<file path="src/sv/mbe_pkg.sv">
// Shared types, constants and saturating arithmetic for the Mandelbrot escape-time block.
package mbe_pkg;

  localparam int unsigned FRAC_BITS_DEFAULT = 28;
  localparam int unsigned VAL_W = 64;
  localparam int unsigned HALF_W = VAL_W / 2;
  localparam int unsigned PT_W = 32;
  localparam int unsigned CNT_W = 16;
  localparam int unsigned QUEUE_DEPTH = 2;
  localparam int unsigned CFG_ADDR_W = 3;
  localparam int unsigned CFG_DATA_W = 32;

  localparam logic [CNT_W-1:0] LIMIT_RESET = CNT_W'(256);
  localparam logic [0:0] REG_ITER_LIMIT = 1'b0;

  typedef logic signed [VAL_W-1:0] val_t;
  typedef logic signed [PT_W-1:0] pt_t;

  localparam val_t VAL_MAX = val_t'({1'b0, {(VAL_W-1){1'b1}}});
  localparam val_t VAL_MIN = val_t'({1'b1, {(VAL_W-1){1'b0}}});

  typedef struct packed {
    logic start;
    logic half;
    val_t a;
    val_t b;
  } mul_req_t;

  typedef struct packed {
    pt_t  re;
    pt_t  im;
    logic in_set;
  } point_t;

  function automatic val_t sat_add(val_t x, val_t y);
    logic [VAL_W:0] sum;
    sum = {x[VAL_W-1], x} + {y[VAL_W-1], y};
    if (sum[VAL_W] != sum[VAL_W-1]) begin
      sat_add = sum[VAL_W] ? VAL_MIN : VAL_MAX;
    end else begin
      sat_add = val_t'(sum[VAL_W-1:0]);
    end
  endfunction

  function automatic val_t sext_pt(pt_t v);
    sext_pt = val_t'({{(VAL_W-PT_W){v[PT_W-1]}}, v});
  endfunction

endpackage

</file>
<file path="src/sv/mbe_queue.sv">
// Short queue of classified points between the front and back parts.
module mbe_queue (
  input  logic            clk_i,
  input  logic            rst_ni,
  input  logic            push_i,
  input  mbe_pkg::point_t data_i,
  output logic            full_o,
  input  logic            pop_i,
  output mbe_pkg::point_t data_o,
  output logic            empty_o
);
  import mbe_pkg::*;

  localparam int unsigned IdxW = (QUEUE_DEPTH > 1) ? $clog2(QUEUE_DEPTH) : 1;
  localparam int unsigned CntW = $clog2(QUEUE_DEPTH + 1);

  point_t          mem_q [QUEUE_DEPTH];
  logic [IdxW-1:0] wr_q, rd_q;
  logic [CntW-1:0] cnt_q;
  logic            do_push, do_pop;

  assign full_o = (cnt_q == CntW'(QUEUE_DEPTH));
  assign empty_o = (cnt_q == '0);
  assign do_push = push_i && !full_o;
  assign do_pop = pop_i && !empty_o;
  assign data_o = mem_q[rd_q];

  always_ff @(posedge clk_i or negedge rst_ni) begin
    if (!rst_ni) begin
      wr_q <= '0;
      rd_q <= '0;
      cnt_q <= '0;
    end else begin
      if (do_push) begin
        wr_q <= (wr_q == IdxW'(QUEUE_DEPTH - 1)) ? '0 : wr_q + IdxW'(1);
      end
      if (do_pop) begin
        rd_q <= (rd_q == IdxW'(QUEUE_DEPTH - 1)) ? '0 : rd_q + IdxW'(1);
      end
      if (do_push && !do_pop) begin
        cnt_q <= cnt_q + CntW'(1);
      end else if (do_pop && !do_push) begin
        cnt_q <= cnt_q - CntW'(1);
      end
    end
  end

  always_ff @(posedge clk_i) begin
    if (do_push) begin
      mem_q[wr_q] <= data_i;
    end
  end

endmodule

</file>
<file path="config.mk">
export PLATFORM = sky130hd
export DESIGN_NAME = mbe_queue
export DESIGN_NICKNAME = d
export VERILOG_FILES = /design/src/sv/mbe_pkg.sv /design/src/sv/mbe_queue.sv
export SDC_FILE = /design/constraint.sdc
export NUM_CORES = 1
export LEC_CHECK = 0
export BUFFER_PORTS_ARGS = -buffer_cell sky130_fd_sc_hd__buf_2
export CAP_MARGIN = 0
export CORE_ASPECT_RATIO = 1.4
export CORE_MARGIN = 8
export CORE_UTILIZATION = 52
export CTS_BUF_LIST = sky130_fd_sc_hd__clkbuf_16
export CTS_CLUSTER_DIAMETER = 120
export DETAILED_ROUTE_END_ITERATION = 8
export PLACE_DENSITY = 0.9
export SETUP_SLACK_MARGIN = 0.3
export SYNTH_ARGS = -nofsm -noshare
export SYNTH_HDL_FRONTEND = slang
export SYNTH_SLANG_ARGS = --single-unit
export TNS_END_PERCENT = 1
</file>
<file path="constraint.sdc">
create_clock -name clk_i -period 5.3 [get_ports clk_i]
set_input_delay 1.06 -clock clk_i [delete_from_list [all_inputs] [get_ports clk_i]]
set_output_delay 1.06 -clock clk_i [all_outputs]
set_load 0.03 [all_outputs]
</file>
Yosys cells after proc, flatten, opt, wreduce, memory -nomap -nowiden. Memories as Yosys holds them, arrays and structs flattened. Cells that the tools add are included.

Bits of input ports: 69. Bits in writable memories: 130. Bits in latches: 0. Output and inout bits: 67. Word-level logic and storage cells: 25. Bits in registers: 4. Bits in read-only memories: 0. Memories: 1.

Memory list: mem_q (depth 2, width 65, rd ports 1, clocked after Yosys merged registers in 0, wr ports 1, RTL line mbe_queue.sv:17) `point_t mem_q [QUEUE_DEPTH];`.

Magnitude comparators: 0. Shift-type cells: 0. Reduce and logical (&&, ||, !) cells: 10. Divide/modulo/power cells: 0. Eq/ne operators: 1. Muxes and demuxes: 6. Multipliers: 0. Bitwise gates (word level): 0. Add/subtract/negate cells: 4.

Operator list (number): 1-bit logical AND (4); 1-bit zero test (4); 1-bit two-way mux (4); 2-bit two-way mux (2); 1-bit adder, second input constant (2); 2-bit by 1-bit adder with 2-bit output, second input constant (1); 2-bit == test, second input constant (1); 2-bit zero test (1); 2-bit nonzero test (1); 2-bit by 1-bit subtractor with 2-bit output, second input constant (1).

Depth between registers and ports, before layout. Gate-level depths: netlist of the first run.

Depth in word-level cells: 7. Gate-level depth with buffers: 7. Depth with buffers taken out: 7.

Least setup slack after synthesis of the first run. OpenSTA, ideal clock, no wires.

Path kind: input port to flip-flop. Start point: input push_i. End point: memory mem_q[0][0] (netlist bit) (enable). Stages on the path: 2. Arrival: 3.866 ns. Path buffers: 0. Library setup time: 0.488 ns. Data required time: 4.812 ns. Path slack: 0.946 ns. Path through: nand2_1 > nor2_1.

Cells in the longest elaborated chain, start to end: 3.

Ends and longest elaborated chain: from (decl) (RTL line mbe_queue.sv:5) `input logic push_i,`; 1-bit logical AND (RTL line mbe_queue.sv:24) `assign do_push = push_i && !full_o;`; 1-bit two-way mux (RTL line mbe_queue.sv:49) `if (do_push) begin`; 1-bit two-way mux (not written as such) (RTL line mbe_queue.sv:50) `mem_q[wr_q] <= data_i;`; to (decl) (RTL line mbe_queue.sv:17).

Every way passes these cells.

==> flow_metrics.env, run 1 <==
export IMPL_setup_viol=0
export IMPL_ys_seq_area_share_pct=79.31
export IMPL_post_route_min_period_ps=3263
export IMPL_crit_arrival_ps=2200
export IMPL_synthArstFlopShare_pct=2.985
export IMPL_die_h_um=132.6
export IMPL_postSynthCellCount=221
export IMPL_end_kind="output pin"
export IMPL_fp_dieW_um=99.28
export IMPL_powerDensity_mw_per_mm2=640.6
export IMPL_drive_above_1_share_pct=60.84
export IMPL_drc=0
export IMPL_cts_sinks=134
export IMPL_synth_simple_area_share_pct=0.5452
export IMPL_rr_endpoint="mem_q[0][30]"
export IMPL_clk_latency_ps=400
export IMPL_leakagePower_nw=2.550
export IMPL_rsz0062_at_grt="false"
export IMPL_grt_remaining_overflow=0
export IMPL_synthTopCellsByArea="edfxtp_1 77%, mux2_4 12%, mux2_2 5.6%, dfrtp_1 2.0%, buf_6 1.1%"
export IMPL_start_util_pct=53.37
export IMPL_setup_worst_path_start_class="flip-flop"
export IMPL_ios=136
export IMPL_synth_fa_ha_area_share_pct=0.2478
export IMPL_critical_path_top_delay_family="flip-flops"
export IMPL_ys_ff_latch=134
export IMPL_synth_compound_area_share_pct=0.09913
export IMPL_wl_per_cell_um=18.35
export IMPL_vdd_drop_max_v=0.0005665
export IMPL_synth_warnings=0
export IMPL_portBuffers=135
export IMPL_gp_congestion=0.6980
export IMPL_hold_violations=0
export IMPL_final_nets=440
export IMPL_drv_cap=0
export IMPL_clock_fmax_mhz=306.5
export IMPL_numCtsBuffers=17
export IMPL_reg2reg_depth=4
export IMPL_cpMaxStageDelayCell="dfrtp_4"
export IMPL_synth_mux_area_fraction_pct=17.47
export IMPL_core_mm2=0.009459
export IMPL_critPathRequiredTime_ps=4240
export IMPL_dp_hpwl_um=6044
export IMPL_vias=2511
export IMPL_yosysTopAreaCell="edfxtp_1"
export IMPL_synth_top_family_by_area="multiplexers"
export IMPL_cp_num_buf_inv=1
export IMPL_syn_to_final_growth_pct=27.01
export IMPL_met1Wirelength_um=3492
export IMPL_worstMarginPinSlew_ps=1143
export IMPL_yosysMostFrequentCell="edfxtp_1"
export IMPL_synth_edf_count=130
export IMPL_placed_cell_area_mm2=0.005823
export IMPL_antenna_found_initial=2
export IMPL_final_cells=494
export IMPL_grt_pass1_wl_um=14220
export IMPL_avgSynthCellArea_um2=22.84
export IMPL_r2r_start="cnt_q[0]"
export IMPL_yosys_area_share_xor_xnor_pct=0.8674
export IMPL_drtPass1Iterations=4
export IMPL_finalInstanceArea_mm2=0.006412
export IMPL_holdBufCountCts=0
export IMPL_htree_levels=4
export IMPL_postCtsSetupBuffers=0
export IMPL_max_stage_delay_ps=1150
export IMPL_status="finished, final reports clean"
export IMPL_ant_nets=0
export IMPL_slew_headroom_pct=23.64
export IMPL_dr_wl_met2_um=4736
export IMPL_root_buffer="clkbuf_16"
export IMPL_wl_met3_um=723
export IMPL_grt_usage_pct=14.29
export IMPL_setup_tns_ps=0
export IMPL_final_setup_skew_ps=5.072
export IMPL_fin_util_pct=67.79
export IMPL_cts_resized=0
export IMPL_grt_pass1_vias=2889
export IMPL_criticalPathCategory="flip-flop to output pin"
export IMPL_ys_flop_type="edfxtp_1"
export IMPL_cts_clk_slew_worst_paths_ps=60
export IMPL_regToRegSetupSlack_ps=2810
export IMPL_finalCritPeriodShare_pct=61.57
export IMPL_routed_wl_um=9064
export IMPL_syn_nets=291
export IMPL_synth_area_mm2=0.005049
export IMPL_maxSlewViolCount=0
export IMPL_tritoncts="done"
export IMPL_vias_per_cell=5.083
export IMPL_dr_max_layer_used="met5"
export IMPL_cp_max_fo=66
export IMPL_yosysTopAreaCellShare_pct=77.32
export IMPL_clockBufferDepth=2
export IMPL_dp_cells=461
export IMPL_grt_max_degree=67
export IMPL_rows=42
export IMPL_dr_first_iter_drc_count=116
export IMPL_die_area_mm2=0.01316
export IMPL_hold_class="input port to async pin"
export IMPL_path_cells="mux2_2 -> buf_2"
export IMPL_netlist_top_cells_count="130 x edfxtp_1, 40 x mux2_4, 25 x mux2_2, 5 x buf_6, 4 x dfrtp_1"
export IMPL_yosys_cell_types_count=15
==> flip-flops by register name, summed over array words and instances, names as in the netlist <==
signal	flops
mem_q	130
wr_q	1
cnt_q	2
rd_q	1
==> cells by family (layout without fill, tap and decap cells) <==
kind of cell,count (synthesis),in the layout
flip-flops,134,134
multiplexers,65,65
buffers and inverters,9,171
AND/OR/NAND/NOR,6,6
XOR/XNOR,5,5
adder cells (fa/ha/maj),1,1
AO/OA/AOI/OAI,1,1
other,0,1
==> per-stage QoR <==
step	hold slack, ps	power [mW]	setup WS (ps)
after global routing	440.3	4.284	1936
after CTS	429.6	4.169	2005
after detailed placement	530.2	3.013	2226
after floorplan	460.8	2.673	945.8
final	455.3	4.108	2037
after global placement	495.4	2.976	2295
==> power breakdown <==
part | total, mW | internal, mW | switching [mW]
Sequential | 1.64 | 1.45 | 0.184
Clock | 1.14 | 0.731 | 0.406
Combinational | 1.33 | 0.535 | 0.796
==> worst register-to-register path: stages, from the launching register on <==
cell,delay [ps]
dfrtp_1,430
nand2b_1,180
nand2_1,150
nor2_4,890
buf_4,510
==> per-layer routing <==
metal  vias to the layer above  global-route usage, %
met1                      1232                  14.30
met3                        10                  7.139
li1                       1172                      -
met4                         2                  6.334
met2                        95                  24.22
met5                         -                      0
==> worst max path at each step <==
stage | cells after the start | slack (ps) | startpoint | endpoint
final | 2 | 2040 | rd_q | data_o[43]
after global routing | 2 | 1940 | rd_q | data_o[43]
after CTS | 2 | 2000 | rd_q | data_o[43]
after detailed placement | 4 | 2230 | push_i | mem_q[0][56]
after global placement | 4 | 2290 | push_i | mem_q[0][55]
after floorplan | 2 | 950 | push_i | mem_q[0][0]
==> layout make-up <==
type | count | area, µm²
well taps | 110 | 137.6
repair buffers | 137 | 690.7
fillers | 645 | 3047
clock inverters | 15 | 161.4
inverters | 2 | 7.507
multi-input cells | 78 | 979.7
flip-flops and latches | 134 | 4008
clock buffers | 17 | 425.4
diodes | 1 | 2.502
==> placed cells by master, fill, tap and decap left out <==
cell type     n
buf_2       135
edfxtp_1    130
mux2_4       40
mux2_2       25
clkbuf_16    17
clkinvlp_4    5
clkinv_1      4
xnor2_1       3
bufinv_16     3
dfrtp_1       3
inv_1         2
nor2_1        2
xor2_1        2
clkinv_2      2
buf_4         2
diode_2       1
nand2b_1      1
nand2_1       1
o21ai_0       1
and3_2        1
nor2_4        1
ha_1          1
inv_6         1
dfrtp_4       1
Power figures use the tool's default switching activity.
==> run 2: changes to the inputs <==
==> constraint.sdc (replaced) <==
create_clock -name clk_i -period 3.4 [get_ports clk_i]
set_input_delay 0.68 -clock clk_i [delete_from_list [all_inputs] [get_ports clk_i]]
set_output_delay 0.68 -clock clk_i [all_outputs]
set_load 0.03 [all_outputs]
==> flow_metrics.env, run 2 (synthesized netlist as in run 1, its figures left out) <==
export IMPL_dr_first_iter_drc_count=87
export IMPL_whs_ps=87.30
export IMPL_die_h_um=132.6
export IMPL_path_cells="buf_12 -> mux2_2 -> buf_2"
export IMPL_powerDensity_mw_per_mm2=991.2
export IMPL_tritoncts="done"
export IMPL_gp_congestion=0.6746
export IMPL_grt_usage_pct=14.45
export IMPL_routed_wl_um=9239
export IMPL_portBuffers=135
export IMPL_hold_violations=0
export IMPL_mostFrequentLayoutCells="135 x buf_2, 130 x edfxtp_1, 40 x mux2_4"
export IMPL_root_buffer="clkbuf_16"
export IMPL_htree_levels=4
export IMPL_p_sw_mw=2.130
export IMPL_syn_to_final_growth_pct=27.43
export IMPL_critical_path_top_delay_family="flip-flops"
export IMPL_antenna_cells=0
export IMPL_critPathRequiredTime_ps=2720
export IMPL_holdBufCountCts=0
export IMPL_setup_worst_path_start_class="flip-flop"
export IMPL_clock_fmax_mhz=364.8
export IMPL_post_place_ws_ps=1050
export IMPL_setup_tns_ps=0
export IMPL_wl_per_cell_um=18.70
export IMPL_drv_cap=0
export IMPL_cp_num_buf_inv=2
export IMPL_rows=42
export IMPL_die_area_mm2=0.01316
export IMPL_grt_remaining_overflow=0
export IMPL_drive_above_1_share_pct=60.68
export IMPL_cts_clk_slew_worst_paths_ps=50
export IMPL_largestRegisters="mem_q x130, cnt_q x2"
export IMPL_finalInstanceArea_mm2=0.006434
export IMPL_clkPwrFrac_pct=27.2
export IMPL_switching_share_pct=33.40
export IMPL_core_mm2=0.009459
export IMPL_cp_max_fo=40
export IMPL_drtPass1Iterations=4
export IMPL_final_setup_skew_ps=5.172
export IMPL_slew_headroom_pct=53.39
export IMPL_maxSlewViolCount=0
export IMPL_vias_per_cell=5.047
export IMPL_fin_util_pct=68.02
export IMPL_largest_reg_flops=130
export IMPL_rsz0062_at_grt="false"
export IMPL_crit_arrival_ps=2060
export IMPL_pwr_share_comb_pct=34.3
export IMPL_clockBufferDepth=2
export IMPL_p_int_mw=4.247
export IMPL_post_route_min_period_ps=2741
export IMPL_placed_cell_area_mm2=0.005863
export IMPL_pwr_share_seq_pct=38.5
export IMPL_mostFrequentLayoutCell="buf_2"
export IMPL_fp_dieW_um=99.28
export IMPL_grt_max_degree=41
export IMPL_leakagePower_nw=2.588
export IMPL_end_kind="output pin"
export IMPL_start_util_pct=53.37
export IMPL_setup_viol=0
export IMPL_grt_pass1_vias=2896
export IMPL_vias=2493
export IMPL_cts_resized=0
export IMPL_status="finished, final reports clean"
export IMPL_final_nets=442
export IMPL_ios=136
export IMPL_antenna_found_initial=2
export IMPL_vdd_drop_max_v=0.0005186
export IMPL_grt_pass1_wl_um=14390
export IMPL_drc=0
export IMPL_largest_register="mem_q"
export IMPL_clk_latency_ps=400
export IMPL_ant_nets=0
export IMPL_numCtsBuffers=17
export IMPL_timing_final_ws_setup_ps=658.6
export IMPL_cts_sinks=134
export IMPL_dp_hpwl_um=6589
export IMPL_finalCritPeriodShare_pct=80.63
export IMPL_criticalPathCategory="flip-flop to output pin"
export IMPL_worstMarginPinSlew_ps=699.2
export IMPL_postCtsSetupBuffers=0
export IMPL_max_stage_delay_ps=750
export IMPL_hold_class="input port to async pin"
export IMPL_cpMaxStageDelayCell="dfrtp_4"
-- run 2: changes by cell type in the layout (fill, tap and decap cells not counted) --
cell	change
buf_12	+2
clkinv_1	-2
clkinv_2	+2
clkinv_4	+1
clkinvlp_4	-4
diode_2	-1
inv_1	+3
inv_6	-1
-- run 2: layout make-up --
class / count / area [µm²]
Sequential cell: 134 / 4008
Fill cell: 642 / 3025
Multi-Input combinational cell: 78 / 979.7
Timing Repair Buffer: 139 / 730.7
Clock buffer: 17 / 425.4
Clock inverter: 14 / 145.1
Tap cell: 110 / 137.6
Inverter: 2 / 7.507
-- run 2: final timing paths --
check / start / endpoint / slack (ps) / cells after the start
worst max-delay path: rd_q / data_o[36] / 660 / 3
worst min-delay path: rst_ni / wr_q / 90 / 1
worst max register to register: cnt_q[0] / mem_q[1][26] / 1500 / 3
worst min register to register: cnt_q[1] / cnt_q[1] / 530 / 1
max in group asynchronous: rst_ni / rd_q / 3170 / 1
min in group clk_i: data_i[58] / mem_q[0][58] / 470 / 1
-- run 2: per-layer routing --
layer | vias up | wire, µm | track usage, %
met3 | 14 | 725 | 6.719
met2 | 94 | 5045 | 25.95
li1 | 1173 | - | -
met4 | 4 | 97 | 6.081
met1 | 1208 | 3344 | 13.59
met5 | - | 26 | 0
-- run 2: metrics by stage --
step           cells  power (mW)
2_1_floorplan    221       4.160
3_3_place_gp     463       4.664
3_5_place_dp     463       4.723
4_1_cts          494       6.462
5_1_grt          494       6.652
6_report         494       6.377
-- run 2: power by group through the flow --
| stage | Clock [mW] | Combinational [mW] | Sequential, mW |
|---|---|---|---|
| CTS | 1.77 | 2.23 | 2.46 |
| finish | 1.73 | 2.19 | 2.46 |
| floorplan | 0 | 1.77 | 2.39 |
| global placement | 0 | 2.20 | 2.46 |
| detailed placement | 0 | 2.23 | 2.50 |
| global route | 1.84 | 2.32 | 2.49 |
==> run 3: changes to the inputs <==
==> constraint.sdc (replaced) <==
create_clock -name clk_i -period 2.53 [get_ports clk_i]
set_input_delay 0.506 -clock clk_i [delete_from_list [all_inputs] [get_ports clk_i]]
set_output_delay 0.506 -clock clk_i [all_outputs]
set_load 0.03 [all_outputs]
==> flow_metrics.env, run 3 (synthesized netlist as in run 1, its figures left out) <==
export IMPL_status="finished, final reports clean"
export IMPL_setup_worst_path_start_class="flip-flop"
export IMPL_post_route_min_period_ps=2163
export IMPL_post_place_ws_ps=644.3
export IMPL_cts_sinks=134
export IMPL_finalCritPeriodShare_pct=85.49
export IMPL_die_area_mm2=0.01316
export IMPL_drive_above_1_share_pct=60.31
export IMPL_worstMarginPinSlew_ps=585.5
export IMPL_critPathRequiredTime_ps=2020
export IMPL_routed_wl_um=9466
export IMPL_criticalPathCategory="flip-flop to output pin"
export IMPL_crit_arrival_ps=1660
export IMPL_mostFrequentLayoutCells="135 x buf_2, 130 x edfxtp_1, 40 x mux2_4"
export IMPL_root_buffer="clkbuf_16"
export IMPL_largest_reg_flops=130
export IMPL_ios=136
export IMPL_whs_ps=291.2
export IMPL_clk_latency_ps=400
export IMPL_setup_tns_ps=0
export IMPL_vdd_drop_max_v=0.0007210
export IMPL_grt_remaining_overflow=0
export IMPL_numCtsBuffers=17
export IMPL_core_mm2=0.009459
export IMPL_antenna_found_initial=2
export IMPL_final_nets=444
export IMPL_grt_max_degree=45
export IMPL_die_h_um=132.6
export IMPL_syn_to_final_growth_pct=27.04
export IMPL_grt_pass1_vias=2900
export IMPL_end_kind="output pin"
export IMPL_start_util_pct=53.37
export IMPL_clock_fmax_mhz=462.3
export IMPL_hold_violations=0
export IMPL_vias_per_cell=5.190
export IMPL_drtPass1Iterations=4
export IMPL_cts_clk_slew_worst_paths_ps=50
export IMPL_final_setup_skew_ps=6.918
export IMPL_grt_pass1_wl_um=14500
export IMPL_setup_viol=0
export IMPL_finalInstanceArea_mm2=0.006414
export IMPL_wl_per_cell_um=19.16
export IMPL_rows=42
export IMPL_path_cells="buf_16 -> mux2_4 -> buf_2"
export IMPL_max_stage_delay_ps=520
export IMPL_fp_dieW_um=99.28
export IMPL_powerDensity_mw_per_mm2=1313
export IMPL_grt_usage_pct=14.64
export IMPL_cpMaxStageDelayCell="dfrtp_4"
export IMPL_maxSlewViolCount=0
export IMPL_rsz0062_at_grt="false"
export IMPL_portBuffers=135
export IMPL_clockBufferDepth=2
export IMPL_largestRegisters="mem_q x130, cnt_q x2"
export IMPL_tritoncts="done"
export IMPL_hold_class="input port to flip-flop"
export IMPL_regToRegSetupSlack_ps=760
export IMPL_vias=2564
export IMPL_htree_levels=4
export IMPL_placed_cell_area_mm2=0.005867
export IMPL_ant_nets=0
export IMPL_drc=0
export IMPL_gp_congestion=0.6681
export IMPL_leakagePower_nw=2.579
export IMPL_dr_first_iter_drc_count=85
export IMPL_dp_hpwl_um=6331
export IMPL_nFillCells=636
export IMPL_slew_headroom_pct=60.97
export IMPL_drv_cap=0
export IMPL_timing_final_ws_setup_ps=367.0
export IMPL_mostFrequentLayoutCell="buf_2"
export IMPL_cp_max_fo=33
export IMPL_largest_register="mem_q"
run 3: cell types whose count changed in the layout (fill, tap and decap cells not counted):
cell,before,now
buf_16,0,2
bufinv_16,3,1
and3_2,1,0
and3_4,0,1
buf_12,2,1
clkinv_2,4,5
clkinv_4,1,0
clkinvlp_4,1,0
diode_2,0,1
dlygate4sd3_1,0,1
run 3: metrics by stage:
| stage | power, mW | cells | util (%) |
|---|---|---|---|
| finish | 8.422 | 494 | 67.80 |
| CTS | 8.540 | 493 | 67.83 |
| floorplan | 5.589 | 221 | - |
| detailed placement | 6.356 | 463 | 62.02 |
| global placement | 6.272 | 463 | 62.02 |
| global route | 8.780 | 494 | 67.80 |
run 3: path summary, 6_finish.rpt:
check	from	end	cells past startpoint
min reg2reg	cnt_q[1]	cnt_q[1]	1
max	rd_q	data_o[23]	3
max reg2reg	cnt_q[0]	mem_q[1][4]	3
max in group asynchronous	rst_ni	rd_q	2
min in group asynchronous	rst_ni	cnt_q[0]	2
min	data_i[53]	mem_q[0][53]	1
run 3: per-layer routing:
| layer | track usage [%] | up-vias | wire, µm |
|---|---|---|---|
| met4 | 6.841 | 2 | 135 |
| met3 | 5.879 | 11 | 699 |
| met5 | 0 | - | 12 |
| li1 | - | 1178 | - |
| met2 | 26.32 | 95 | 5107 |
| met1 | 14.08 | 1278 | 3511 |
run 3: worst max-delay path: cells and delay by family, from the launching register on:
kind                   cells  cell delay [ps]
buffers and inverters      2              400
flip-flops                 1              520
multiplexers               1              320
run 3: power by group:
group	leakage, nW	switching (mW)	total, mW	internal [mW]
clock network	0.262	0.784	2.08	1.30
registers	1.25	0.161	3.21	3.05
logic	1.06	1.93	3.13	1.20
run 3: layout make-up:
type | count | area [µm²] | share of cell area, %
Antenna cell | 1 | 2.502 | 0.03902
Clock buffer | 17 | 425.4 | 6.633
Clock inverter | 11 | 73.82 | 1.151
Inverter | 2 | 7.507 | 0.1171
Multi-Input combinational cell | 78 | 983.4 | 15.33
Sequential cell | 134 | 4008 | 62.49
Tap cell | 110 | 137.6 | 2.146
Timing Repair Buffer | 141 | 775.7 | 12.10
run 3: what timing repair did:
action | in CTS | in global routing
setup endpoints to repair | 65 | 32
hold buffers | 1 | 0
endpoints found under the hold margin | 4 | 0
cloned | 1 | 0
resized for setup | 1 | 1
setup buffers | 0 | 0
